==> src/rtl/core/fvsg_pkg.sv <==
// Shared types, constants and table functions for the four-voice sound generator.
// No dependencies.
package fvsg_pkg;

	localparam int OUTPUT_RATE_DEF   = 44100;
	localparam int MACHINE_CLOCK_DEF = 4194304;
	localparam int FRAME_DIVIDE_DEF  = 8192;

	localparam logic [14:0] LFSR_SEED = 15'h7FFF;
	localparam logic [11:0] FREQ_MAX  = 12'd2047;
	localparam logic [10:0] MIX_LIMIT = 11'd960;

	typedef enum logic [1:0] {
		CFG_MIXER = 2'd0,
		CFG_PAN   = 2'd1,
		CFG_POWER = 2'd2
	} cfg_idx_t;

	typedef struct packed {
		logic [3:0]        ven;
		logic [3:0]        con;
		logic [2:0][10:0]  freq;
		logic [2:0][13:0]  per;
		logic [1:0][1:0]   duty_sel;
		logic [1:0][2:0]   duty_idx;
		logic [2:0][3:0]   env_vol;
		logic [2:0]        env_up;
		logic [2:0][2:0]   env_per;
		logic [2:0][2:0]   env_cnt;
		logic [3:0][8:0]   len;
		logic [3:0]        len_on;
		logic [6:0]        swp_set;
		logic [3:0]        swp_cnt;
		logic [10:0]       swp_shadow;
		logic              swp_act;
		logic [1:0]        wave_lvl;
		logic [4:0]        wave_pos;
		logic [7:0]        noise_set;
		logic [21:0]       noise_cnt;
		logic [14:0]       lfsr;
		logic [2:0]        frame_step;
	} apu_st_t;

	typedef struct packed {
		logic               [3:0]  status;
		logic                      smp_valid;
		logic signed        [10:0] mix;
	} res_t;

	function automatic logic duty_bit(input logic [1:0] sel, input logic [2:0] pos);
		logic [7:0] row;
		case (sel)
			2'd0:    row = 8'b1000_0000;
			2'd1:    row = 8'b1000_0001;
			2'd2:    row = 8'b1110_0001;
			default: row = 8'b0111_1110;
		endcase
		return row[pos];
	endfunction

	function automatic logic [21:0] noise_reload(input logic [7:0] set);
		logic [6:0] dv;
		case (set[2:0])
			3'd0:    dv = 7'd8;
			3'd1:    dv = 7'd16;
			3'd2:    dv = 7'd32;
			3'd3:    dv = 7'd48;
			3'd4:    dv = 7'd64;
			3'd5:    dv = 7'd80;
			3'd6:    dv = 7'd96;
			default: dv = 7'd112;
		endcase
		return {15'd0, dv} << set[7:4];
	endfunction

	function automatic logic [13:0] tone_reload(input logic [10:0] f, input logic wave);
		logic [11:0] d;
		d = 12'd2048 - {1'b0, f};
		return wave ? {1'b0, d, 1'b0} : {d, 2'b00};
	endfunction

	function automatic logic [11:0] sweep_next(input logic [10:0] f, input logic [6:0] set);
		logic [10:0] delta;
		delta = f >> set[2:0];
		return set[3] ? ({1'b0, f} - {1'b0, delta}) : ({1'b0, f} + {1'b0, delta});
	endfunction

endpackage

==> src/rtl/core/four_voice_sound_generator.sv <==
// Top level of the four-voice sound generator: state core, mix register and output stage.
// Depends on fvsg_pkg, fvsg_core and fvsg_scale.
// Pipeline: an accepted item's result is registered in the mix register, then in the output registers.
// Throughput: one item per cycle while out_ready is high; a stalled output holds both stages.
// Reset: arst_n clears all voice state, the LFSR loads all ones, power_q sets to one.
module four_voice_sound_generator #(
	parameter int OUTPUT_RATE   = fvsg_pkg::OUTPUT_RATE_DEF,
	parameter int MACHINE_CLOCK = fvsg_pkg::MACHINE_CLOCK_DEF,
	parameter int FRAME_DIVIDE  = fvsg_pkg::FRAME_DIVIDE_DEF
) (
	input  logic              clk,
	input  logic              arst_n,
	input  logic              in_valid,
	output logic              in_ready,
	input  logic              kind,
	input  logic [5:0]        reg_addr,
	input  logic [7:0]        reg_value,
	input  logic              wr_en,
	input  logic [1:0]        wr_index,
	input  logic [7:0]        wr_data,
	output logic              out_valid,
	input  logic              out_ready,
	output logic [3:0]        channel_active,
	output logic              sample_valid,
	output logic signed [15:0] sample
);
	fvsg_pkg::res_t res, res_s1;
	logic           valid_s1, valid_s2, load_s2, accept;
	logic signed [15:0] smp;

	assign load_s2  = !valid_s2 || out_ready;
	assign in_ready = !valid_s1 || load_s2;
	assign accept   = in_valid && in_ready;
	assign out_valid = valid_s2;

	fvsg_core #(
		.OUTPUT_RATE(OUTPUT_RATE),
		.MACHINE_CLOCK(MACHINE_CLOCK),
		.FRAME_DIVIDE(FRAME_DIVIDE)
	) u_core (
		.clk(clk), .arst_n(arst_n), .accept(accept), .kind(kind),
		.reg_addr(reg_addr), .reg_value(reg_value),
		.wr_en(wr_en), .wr_index(wr_index), .wr_data(wr_data), .res(res)
	);

	fvsg_scale u_scale (.mix(res_s1.mix), .sample(smp));

	always_ff @(posedge clk or negedge arst_n) begin
		if (!arst_n) begin
			valid_s1 <= 1'b0;
			valid_s2 <= 1'b0;
		end else begin
			if (accept) valid_s1 <= 1'b1;
			else if (load_s2) valid_s1 <= 1'b0;
			if (load_s2) valid_s2 <= valid_s1;
		end
	end

	always_ff @(posedge clk) begin
		if (accept) res_s1 <= res;
		if (load_s2 && valid_s1) begin
			channel_active <= res_s1.status;
			sample_valid <= res_s1.smp_valid;
			sample <= smp;
		end
	end

	a_write_no_sample: assert property (@(posedge clk) disable iff (!arst_n)
		accept && kind |=> valid_s1 && !res_s1.smp_valid)
		else $error("write item produced a sample");
	a_idle_zero: assert property (@(posedge clk) disable iff (!arst_n)
		out_valid && !sample_valid |-> sample == 16'sd0)
		else $error("sample nonzero without sample_valid");
	a_range: assert property (@(posedge clk) disable iff (!arst_n)
		out_valid |-> sample != 16'sh8000)
		else $error("sample out of range");
	a_no_overrun: assert property (@(posedge clk) disable iff (!arst_n)
		valid_s1 && valid_s2 && !out_ready |=> valid_s1 && $stable(res_s1))
		else $error("mix register overwritten while stalled");

endmodule

==> src/rtl/core/fvsg_core.sv <==
// Voice, frame sequencer and sample-rate state; each accepted item updates it.
// Depends on fvsg_pkg.
module fvsg_core #(
	parameter int OUTPUT_RATE   = fvsg_pkg::OUTPUT_RATE_DEF,
	parameter int MACHINE_CLOCK = fvsg_pkg::MACHINE_CLOCK_DEF,
	parameter int FRAME_DIVIDE  = fvsg_pkg::FRAME_DIVIDE_DEF
) (
	input  logic              clk,
	input  logic              arst_n,
	input  logic              accept,
	input  logic              kind,
	input  logic [5:0]        reg_addr,
	input  logic [7:0]        reg_value,
	input  logic              wr_en,
	input  logic [1:0]        wr_index,
	input  logic [7:0]        wr_data,
	output fvsg_pkg::res_t    res
);
	localparam int FCW = $clog2(FRAME_DIVIDE + 1);
	localparam int RW  = $clog2(MACHINE_CLOCK + OUTPUT_RATE + 1);
	localparam logic [FCW-1:0] FD   = FCW'(FRAME_DIVIDE);
	localparam logic [RW-1:0]  RINC = RW'(OUTPUT_RATE);
	localparam logic [RW-1:0]  RMAX = RW'(MACHINE_CLOCK);
	localparam fvsg_pkg::apu_st_t ST_RESET = '{lfsr: fvsg_pkg::LFSR_SEED, default: '0};

	localparam logic [5:0] A_SWEEP = 6'h10, A_DUTY1 = 6'h11, A_ENV1 = 6'h12,
		A_FLO1 = 6'h13, A_FHI1 = 6'h14, A_DUTY2 = 6'h16, A_ENV2 = 6'h17,
		A_FLO2 = 6'h18, A_FHI2 = 6'h19, A_WON = 6'h1A, A_WLEN = 6'h1B,
		A_WLVL = 6'h1C, A_FLO3 = 6'h1D, A_FHI3 = 6'h1E, A_NLEN = 6'h20,
		A_ENV4 = 6'h21, A_NSET = 6'h22, A_NCTL = 6'h23, A_WAVE = 6'h30;

	fvsg_pkg::apu_st_t st_q, st_d;
	logic [7:0]     wave_q [16];
	logic [FCW-1:0] fcnt_q, fcnt_d;
	logic [RW-1:0]  racc_q, racc_d;
	logic [7:0]     mixvol_q, pan_q;
	logic           power_q;
	logic           smp_d;

	function automatic fvsg_pkg::apu_st_t trig(input fvsg_pkg::apu_st_t s, input logic [1:0] v);
		logic [1:0] e;
		e = (v == 2'd3) ? 2'd2 : v;
		s.ven[v] = s.con[v];
		if (v != 2'd3) s.per[v] = fvsg_pkg::tone_reload(s.freq[v], v == 2'd2);
		if (v < 2'd2) s.duty_idx[v[0]] = 3'd0;
		if (v == 2'd2) s.wave_pos = 5'd0;
		else s.env_cnt[e] = s.env_per[e];
		if (s.len[v] == 9'd0) s.len[v] = (v == 2'd2) ? 9'd256 : 9'd64;
		if (v == 2'd0) begin
			s.swp_shadow = s.freq[0];
			s.swp_cnt = (s.swp_set[6:4] != 3'd0) ? {1'b0, s.swp_set[6:4]} : 4'd8;
			s.swp_act = (s.swp_set[6:4] != 3'd0) || (s.swp_set[2:0] != 3'd0);
			if (s.swp_set[2:0] != 3'd0 &&
				fvsg_pkg::sweep_next(s.swp_shadow, s.swp_set) > fvsg_pkg::FREQ_MAX)
				s.ven[0] = 1'b0;
		end
		if (v == 2'd3) begin
			s.noise_cnt = fvsg_pkg::noise_reload(s.noise_set);
			s.lfsr = fvsg_pkg::LFSR_SEED;
		end
		return s;
	endfunction

	function automatic fvsg_pkg::apu_st_t env_wr(input fvsg_pkg::apu_st_t s,
		input logic [1:0] e, input logic [1:0] v, input logic [7:0] val);
		s.env_vol[e] = val[7:4];
		s.env_up[e] = val[3];
		s.env_per[e] = val[2:0];
		s.con[v] = val[7:3] != 5'd0;
		if (!s.con[v]) s.ven[v] = 1'b0;
		return s;
	endfunction

	always_comb begin
		fvsg_pkg::apu_st_t s;
		logic [11:0] nf;
		logic        x;
		logic [1:0]  own;
		s = st_q;
		fcnt_d = fcnt_q;
		racc_d = racc_q;
		smp_d = 1'b0;
		nf = 12'd0;
		x = 1'b0;
		own = 2'd0;
		if (kind) begin
			if (reg_addr >= A_WAVE) begin
				// wave RAM written in the clocked block
			end else begin
				case (reg_addr)
					A_SWEEP: s.swp_set = reg_value[6:0];
					A_DUTY1: begin
						s.duty_sel[0] = reg_value[7:6];
						s.len[0] = 9'd64 - {3'd0, reg_value[5:0]};
					end
					A_ENV1: s = env_wr(s, 2'd0, 2'd0, reg_value);
					A_FLO1: s.freq[0][7:0] = reg_value;
					A_FHI1: begin
						s.freq[0][10:8] = reg_value[2:0];
						s.len_on[0] = reg_value[6];
						if (reg_value[7]) s = trig(s, 2'd0);
					end
					A_DUTY2: begin
						s.duty_sel[1] = reg_value[7:6];
						s.len[1] = 9'd64 - {3'd0, reg_value[5:0]};
					end
					A_ENV2: s = env_wr(s, 2'd1, 2'd1, reg_value);
					A_FLO2: s.freq[1][7:0] = reg_value;
					A_FHI2: begin
						s.freq[1][10:8] = reg_value[2:0];
						s.len_on[1] = reg_value[6];
						if (reg_value[7]) s = trig(s, 2'd1);
					end
					A_WON: begin
						s.con[2] = reg_value[7];
						if (!reg_value[7]) s.ven[2] = 1'b0;
					end
					A_WLEN: s.len[2] = 9'd256 - {1'b0, reg_value};
					A_WLVL: s.wave_lvl = reg_value[6:5];
					A_FLO3: s.freq[2][7:0] = reg_value;
					A_FHI3: begin
						s.freq[2][10:8] = reg_value[2:0];
						s.len_on[2] = reg_value[6];
						if (reg_value[7]) s = trig(s, 2'd2);
					end
					A_NLEN: s.len[3] = 9'd64 - {3'd0, reg_value[5:0]};
					A_ENV4: s = env_wr(s, 2'd2, 2'd3, reg_value);
					A_NSET: s.noise_set = reg_value;
					A_NCTL: begin
						s.len_on[3] = reg_value[6];
						if (reg_value[7]) s = trig(s, 2'd3);
					end
					default: ;
				endcase
			end
		end else if (power_q) begin
			for (int t = 0; t < 3; t++) begin
				if (s.ven[t] && s.con[t]) begin
					if (s.per[t] <= 14'd1) begin
						s.per[t] = fvsg_pkg::tone_reload(s.freq[t], t == 2);
						if (t < 2) s.duty_idx[t] = s.duty_idx[t] + 3'd1;
						else s.wave_pos = s.wave_pos + 5'd1;
					end else begin
						s.per[t] = s.per[t] - 14'd1;
					end
				end
			end
			if (s.ven[3] && s.con[3]) begin
				if (s.noise_cnt <= 22'd1) begin
					x = s.lfsr[0] ^ s.lfsr[1];
					s.noise_cnt = fvsg_pkg::noise_reload(s.noise_set);
					s.lfsr = {x, s.lfsr[14:1]};
					if (s.noise_set[3]) s.lfsr[6] = x;
				end else begin
					s.noise_cnt = s.noise_cnt - 22'd1;
				end
			end
			fcnt_d = fcnt_q + FCW'(1);
			if (fcnt_d >= FD) begin
				fcnt_d = fcnt_d - FD;
				s.frame_step = s.frame_step + 3'd1;
				if (!s.frame_step[0]) begin
					for (int v = 0; v < 4; v++) begin
						if (s.len_on[v] && s.len[v] != 9'd0) begin
							s.len[v] = s.len[v] - 9'd1;
							if (s.len[v] == 9'd0) s.ven[v] = 1'b0;
						end
					end
				end
				if ((s.frame_step == 3'd2 || s.frame_step == 3'd6) &&
					s.swp_act && s.swp_set[6:4] != 3'd0) begin
					if (s.swp_cnt <= 4'd1) begin
						s.swp_cnt = {1'b0, s.swp_set[6:4]};
						nf = fvsg_pkg::sweep_next(s.swp_shadow, s.swp_set);
						if (nf > fvsg_pkg::FREQ_MAX) begin
							s.ven[0] = 1'b0;
						end else if (s.swp_set[2:0] != 3'd0) begin
							s.freq[0] = nf[10:0];
							s.swp_shadow = nf[10:0];
							if (fvsg_pkg::sweep_next(nf[10:0], s.swp_set) > fvsg_pkg::FREQ_MAX)
								s.ven[0] = 1'b0;
						end
					end else begin
						s.swp_cnt = s.swp_cnt - 4'd1;
					end
				end
				if (s.frame_step == 3'd7) begin
					for (int e = 0; e < 3; e++) begin
						own = (e == 2) ? 2'd3 : 2'(e);
						if (s.env_per[e] != 3'd0 && s.con[own]) begin
							if (s.env_cnt[e] <= 3'd1) begin
								s.env_cnt[e] = s.env_per[e];
								if (s.env_up[e]) begin
									if (s.env_vol[e] != 4'd15) s.env_vol[e] = s.env_vol[e] + 4'd1;
								end else if (s.env_vol[e] != 4'd0) begin
									s.env_vol[e] = s.env_vol[e] - 4'd1;
								end
							end else begin
								s.env_cnt[e] = s.env_cnt[e] - 3'd1;
							end
						end
					end
				end
			end
			racc_d = racc_q + RINC;
			if (racc_d >= RMAX) begin
				racc_d = racc_d - RMAX;
				smp_d = 1'b1;
			end
		end
		st_d = s;
	end

	always_comb begin
		logic [3:0]        d;
		logic [7:0]        b;
		logic [3:0]        n;
		logic signed [5:0] a;
		logic signed [6:0] sl, sr;
		logic signed [12:0] sm;
		sl = '0;
		sr = '0;
		b = wave_q[st_d.wave_pos[4:1]];
		n = st_d.wave_pos[0] ? b[3:0] : b[7:4];
		for (int v = 0; v < 4; v++) begin
			case (v)
				0, 1:    d = fvsg_pkg::duty_bit(st_d.duty_sel[v], st_d.duty_idx[v]) ?
						st_d.env_vol[v] : 4'd0;
				2:       d = (st_d.wave_lvl == 2'd0) ? 4'd0 : (n >> (st_d.wave_lvl - 2'd1));
				default: d = st_d.lfsr[0] ? 4'd0 : st_d.env_vol[2];
			endcase
			a = (st_d.ven[v] && st_d.con[v]) ? ($signed({1'b0, d, 1'b0}) - 6'sd15) : 6'sd0;
			if (pan_q[v + 4]) sl = sl + 7'(a);
			if (pan_q[v])     sr = sr + 7'(a);
		end
		sm = 13'($signed({2'b00, mixvol_q[6:4]} + 5'd1) * sl)
			+ 13'($signed({2'b00, mixvol_q[2:0]} + 5'd1) * sr);
		if (sm > $signed({2'b00, fvsg_pkg::MIX_LIMIT})) sm = $signed({2'b00, fvsg_pkg::MIX_LIMIT});
		if (sm < -$signed({2'b00, fvsg_pkg::MIX_LIMIT})) sm = -$signed({2'b00, fvsg_pkg::MIX_LIMIT});
		res.status = st_d.ven & st_d.con;
		res.smp_valid = smp_d;
		res.mix = smp_d ? sm[10:0] : 11'sd0;
	end

	always_ff @(posedge clk or negedge arst_n) begin
		if (!arst_n) begin
			st_q <= ST_RESET;
			fcnt_q <= '0;
			racc_q <= '0;
			mixvol_q <= '0;
			pan_q <= '0;
			power_q <= 1'b1;
			for (int i = 0; i < 16; i++) wave_q[i] <= '0;
		end else begin
			if (accept) begin
				st_q <= st_d;
				fcnt_q <= fcnt_d;
				racc_q <= racc_d;
				if (kind && reg_addr >= A_WAVE) wave_q[reg_addr[3:0]] <= reg_value;
			end
			if (wr_en) begin
				case (wr_index)
					fvsg_pkg::CFG_MIXER: mixvol_q <= wr_data;
					fvsg_pkg::CFG_PAN:   pan_q <= wr_data;
					fvsg_pkg::CFG_POWER: power_q <= wr_data[0];
					default: ;
				endcase
			end
		end
	end

endmodule

==> src/rtl/core/fvsg_scale.sv <==
// Scales the clamped mix to a 16-bit sample: mix * 32767 / 960, toward zero.
// No dependencies.
module fvsg_scale (
	input  logic signed [10:0] mix,
	output logic signed [15:0] sample
);
	localparam logic [15:0] RECIP15 = 16'd34952;

	logic [9:0]  mag;
	logic [24:0] p;
	logic [18:0] x;
	logic [34:0] prod;
	logic [15:0] q0;
	logic [19:0] r;
	logic [15:0] q;

	always_comb begin
		mag = mix[10] ? 10'(-mix) : mix[9:0];
		p = ({15'd0, mag} << 15) - {15'd0, mag};
		x = p[24:6];
		prod = {16'd0, x} * {19'd0, RECIP15};
		q0 = prod[34:19];
		r = {1'b0, x} - ({4'd0, q0} * 20'd15);
		q = (r >= 20'd15) ? q0 + 16'd1 : q0;
		sample = mix[10] ? -$signed(q) : $signed(q);
	end

endmodule

==> config.mk <==
export PLATFORM = sky130hd
export DESIGN_NAME = four_voice_sound_generator
export DESIGN_NICKNAME = d
export VERILOG_FILES = /design/src/rtl/core/fvsg_pkg.sv /design/src/rtl/core/four_voice_sound_generator.sv /design/src/rtl/core/fvsg_core.sv /design/src/rtl/core/fvsg_scale.sv
export SDC_FILE = /design/constraint.sdc
export NUM_CORES = 2
export LEC_CHECK = 0
export ABC_AREA = 1
export BUFFER_PORTS_ARGS = -buffer_cell sky130_fd_sc_hd__buf_2
export CAP_MARGIN = 10
export CORE_ASPECT_RATIO = 2
export CORE_MARGIN = 10
export CORE_UTILIZATION = 65
export CTS_BUF_LIST = sky130_fd_sc_hd__clkbuf_8
export DETAILED_ROUTE_END_ITERATION = 16
export MAX_ROUTING_LAYER = met4
export PLACE_DENSITY_LB_ADDON = 0.1
export SYNTH_ARGS = -nofsm -noshare
export SYNTH_HDL_FRONTEND = slang
export SYNTH_SLANG_ARGS = --single-unit
==> constraint.sdc <==
create_clock -name clk -period 17.45 [get_ports clk]
set_input_delay 0.8725 -clock clk [delete_from_list [all_inputs] [get_ports clk]]
set_output_delay 0.8725 -clock clk [all_outputs]
set_load 0.01 [all_outputs]
==> metrics.md <==
| Metric | Value |
|---|---|
| Commonest non-fill, non-tap cell in the layout | nand2_1 |
| Fin nets | 5710 |
| Initial Utilization | 0.657 |
| GR Util met3 | 0.0463 |
| Register bit count reported by yosys | 461 |
| GR Layer Usage met1 | 0.338 |
| Core area | roughly 60000 um2 |
| Die area | 69700 um2 |
| Number of synthesized flops with an enable pin | 37 |
| Clock buffer depth | 3 |
| Max Cap Viol | 0 |
| Worst Setup Path Type | flip-flop to flip-flop |
| Post-synth ARST share | 0.920 |
| Top FF cell, synth | dfrtp_1 |
| Slew Viols, Final | 0 |
| Max Fanout on Critical Path | 32 |
| Fin crit period | 15650 ps |
| Area delta synth->final | 6.25% |
| Overall Global Routing Usage | 0.338 |
| CP Depth | 88 |
| Yosys warnings | 0 |
| Grt peak-use layer | met2 |
| Filler instances | between 5000 and 6000 |
| Rel. slew slack | 0.264 |
| H-tree Lvls | 3 |
| First-pass GRT wire length | 183000 um |
| Synth Net Count | 5693 |
| Final RePlAce weighted congestion | 1.02 |
| Post-DRT Antenna Nets | 0 |
| Mapped cell area | 38400 um2 |
| R2R depth | 88 |
| Resize count post-CTS | 0 |
| R2r startpoint | u_core.st_q[73] |
| CP arrival | roughly 16000 ps |
| Worst-margin pin slew | 1100 ps |
| Vias/cell | 5.94 |
| Reg2reg setup slack | 1800 ps |
| Final number of hold-violating endpoints | 0 |
| CP bufs+invs | 13 |
| Number of global-route vias before repair | 36300 |
| GRT Residual Overflow | 0 |
| Worst EP required | 17870 ps |
| Crit path to | res_s1[2] |
| Postcts setup bufs | 0 |
| Drt total wl | 115000 um |
| Outcome | finished clean |
| Most frequent cells in the layout | nand2_1 (1094), inv_1 (753), o21ai_0 (540) |
| Mean Syn Cell Area | 7.29 um2 |
| DP HPWL | ~86000 um |
| Setup TNS | 0 ps |
| TritonCTS clock tree | done |
| Startpoint types | flip-flop |
| Hold buffer count at CTS | 0 |
| Layout cells sized above 1 | 0.0568 |
| Root buf cell | clkbuf_8 |
| Worst skew pair latency | 720 ps |
| Most frequent cell on the critical path | nand2_1 |
| DR iter-0 viols | roughly 2700 |
| RSZ-0062 raised after global routing | no |
| Slowest Stage Delay on Critical Path | 830 ps |
| Worst path slowest cell | dfrtp_1 |
| # setup viols final | 0 |
| Die W | between 150 and 200 um |
| # port buffers | between 50 and 60 |
| Setup crit start | u_core.st_q[73] |
| Mapped Cells | around 5300 |
| Row count | 125 |
| Worst Skew | 44.4 ps |
| CTS Buf Count | 71 |
| Top delay family on crit path | simple AND/OR/NAND/NOR gates |
| Clock sinks | 461 |
| RR Endpoint | res_s1[2] |
| DRC viols | 0 |
| Clock transition at the registers of the reported paths | 60 ps |
| Sequential-to-total area share from yosys stat | 0.306 |
| 1st-pass router iterations | 6 |
| Die Span Y | 364 um |
| IO Count | 53 |
| Largest net degree at the start of global routing | 161 |
| Met2 usage | 0.588 |
| Kind of end point of the critical path | flip-flop |
| Final Cycle Share | 0.897 |
| Antenna violations before repair | 2 |
| HP Class | input pin to async pin |
| Synth cell types | 70 |
| DR WL/cell | 18.8 um |
| F_max | 63.9 MHz |
| Via Count | about 36000 |
==> per-layer routing <==
| metal | share of wire | wire length (um) |
|---|---|---|
| met1 | 0.35 | 40400 |
| met2 | 0.51 | 58600 |
| met3 | 0.054 | 6210 |
| met4 | 0.082 | 9400 |
| met5 | 0 | 0 |
==> worst min path at each step <==
stage	startpoint	endpoint	slack, ps	cells after the start
2_1_floorplan	res_s1[12]	channel_active[0]	400	0
3_5_place_dp	res_s1[14]	channel_active[2]	410	0
3_3_place_gp	res_s1[14]	channel_active[2]	410	0
4_1_cts	arst_n	u_core.wave_q[66]	160	1
5_1_grt	arst_n	u_core.wave_q[66]	180	1
6_report	arst_n	u_core.wave_q[66]	130	1
==> state kept, by name, indices dropped and copies added (netlist names) <==
| name | cells |
|---|---|
| channel_active | 4 |
| u_core.fcnt_q | 14 |
| sample | 16 |
| res_s1 | 16 |
| valid_s1 | 1 |
| out_valid | 1 |
| u_core.wave_q | 128 |
| u_core.racc_q | 21 |
| u_core.mixvol_q | 6 |
| u_core.pan_q | 8 |
| sample_valid | 1 |
| u_core.power_q | 1 |
| u_core.st_q | 244 |
==> kinds of logic after synthesis <==
family,count (synthesis),synth area share
compound gates,1101,0.162
xor+xnor,229,0.0540
fa+ha+maj,399,0.150
buf+inv,903,0.0896
flops,461,0.306
mux,12,0.00346
simple gates,2159,0.235
==> worst register-to-register path, delay by kind of cell (launching register included) <==
kind | cells | cell delay, ps
buffers and inverters | 13 | 1490
XOR/XNOR | 4 | 750
AND/OR/NAND/NOR | 46 | 5810
flip-flops | 1 | 830
AO/OA/AOI/OAI | 14 | 2640
adder cells (fa/ha/maj) | 11 | 3840
==> layout make-up <==
type,count,area [um2],share of cell area
Clock buffer,83,1140,0.0280
Sequential cell,461,11700,0.288
Tap cell,762,953,0.0234
Timing Repair inverter,1,5.00,0.000123
Inverter,754,2830,0.0695
Clock inverter,42,294,0.00722
Timing Repair Buffer,92,583,0.0143
Multi-Input combinational cell,3900,23200,0.569
Antenna cell,1,2.50,0.0000614
==> synth_stat cells, drive strengths merged (16+ instances only) <==
cell type,number,share of area
nor4,17,0.0028
a21oi,270,0.035
nand3,294,0.038
o22ai,65,0.011
ha,299,0.098
xor2,155,0.037
xnor2,74,0.017
dfrtp,408,0.27
o31ai,27,0.0054
nand4,70,0.011
edfxtp,37,0.029
a31oi,19,0.0031
nor2,538,0.053
o211ai,37,0.0072
dfstp,16,0.011
a22oi,23,0.0045
or2,31,0.0051
buf,29,0.0041
fa,100,0.052
o221ai,16,0.0037
clkbuf,120,0.012
nor3,72,0.0095
o21ai,559,0.073
nand2,1109,0.11
inv,743,0.073
==> through the flow <==
step	util	worst slack [ps]	area, um2	instances	hold slack (ps)
2_1_floorplan	-	4510	38400	5264	400
3_3_place_gp	0.674	2040	39300	5969	411
3_5_place_dp	0.674	1720	39300	5969	406
4_1_cts	0.698	1630	40700	6094	156
5_1_grt	0.698	41.7	40700	6096	178
6_report	0.698	1800	40700	6096	128
Power is not shown: default switching activity piles up to over one toggle a cycle in this logic, so the estimate is an artifact.
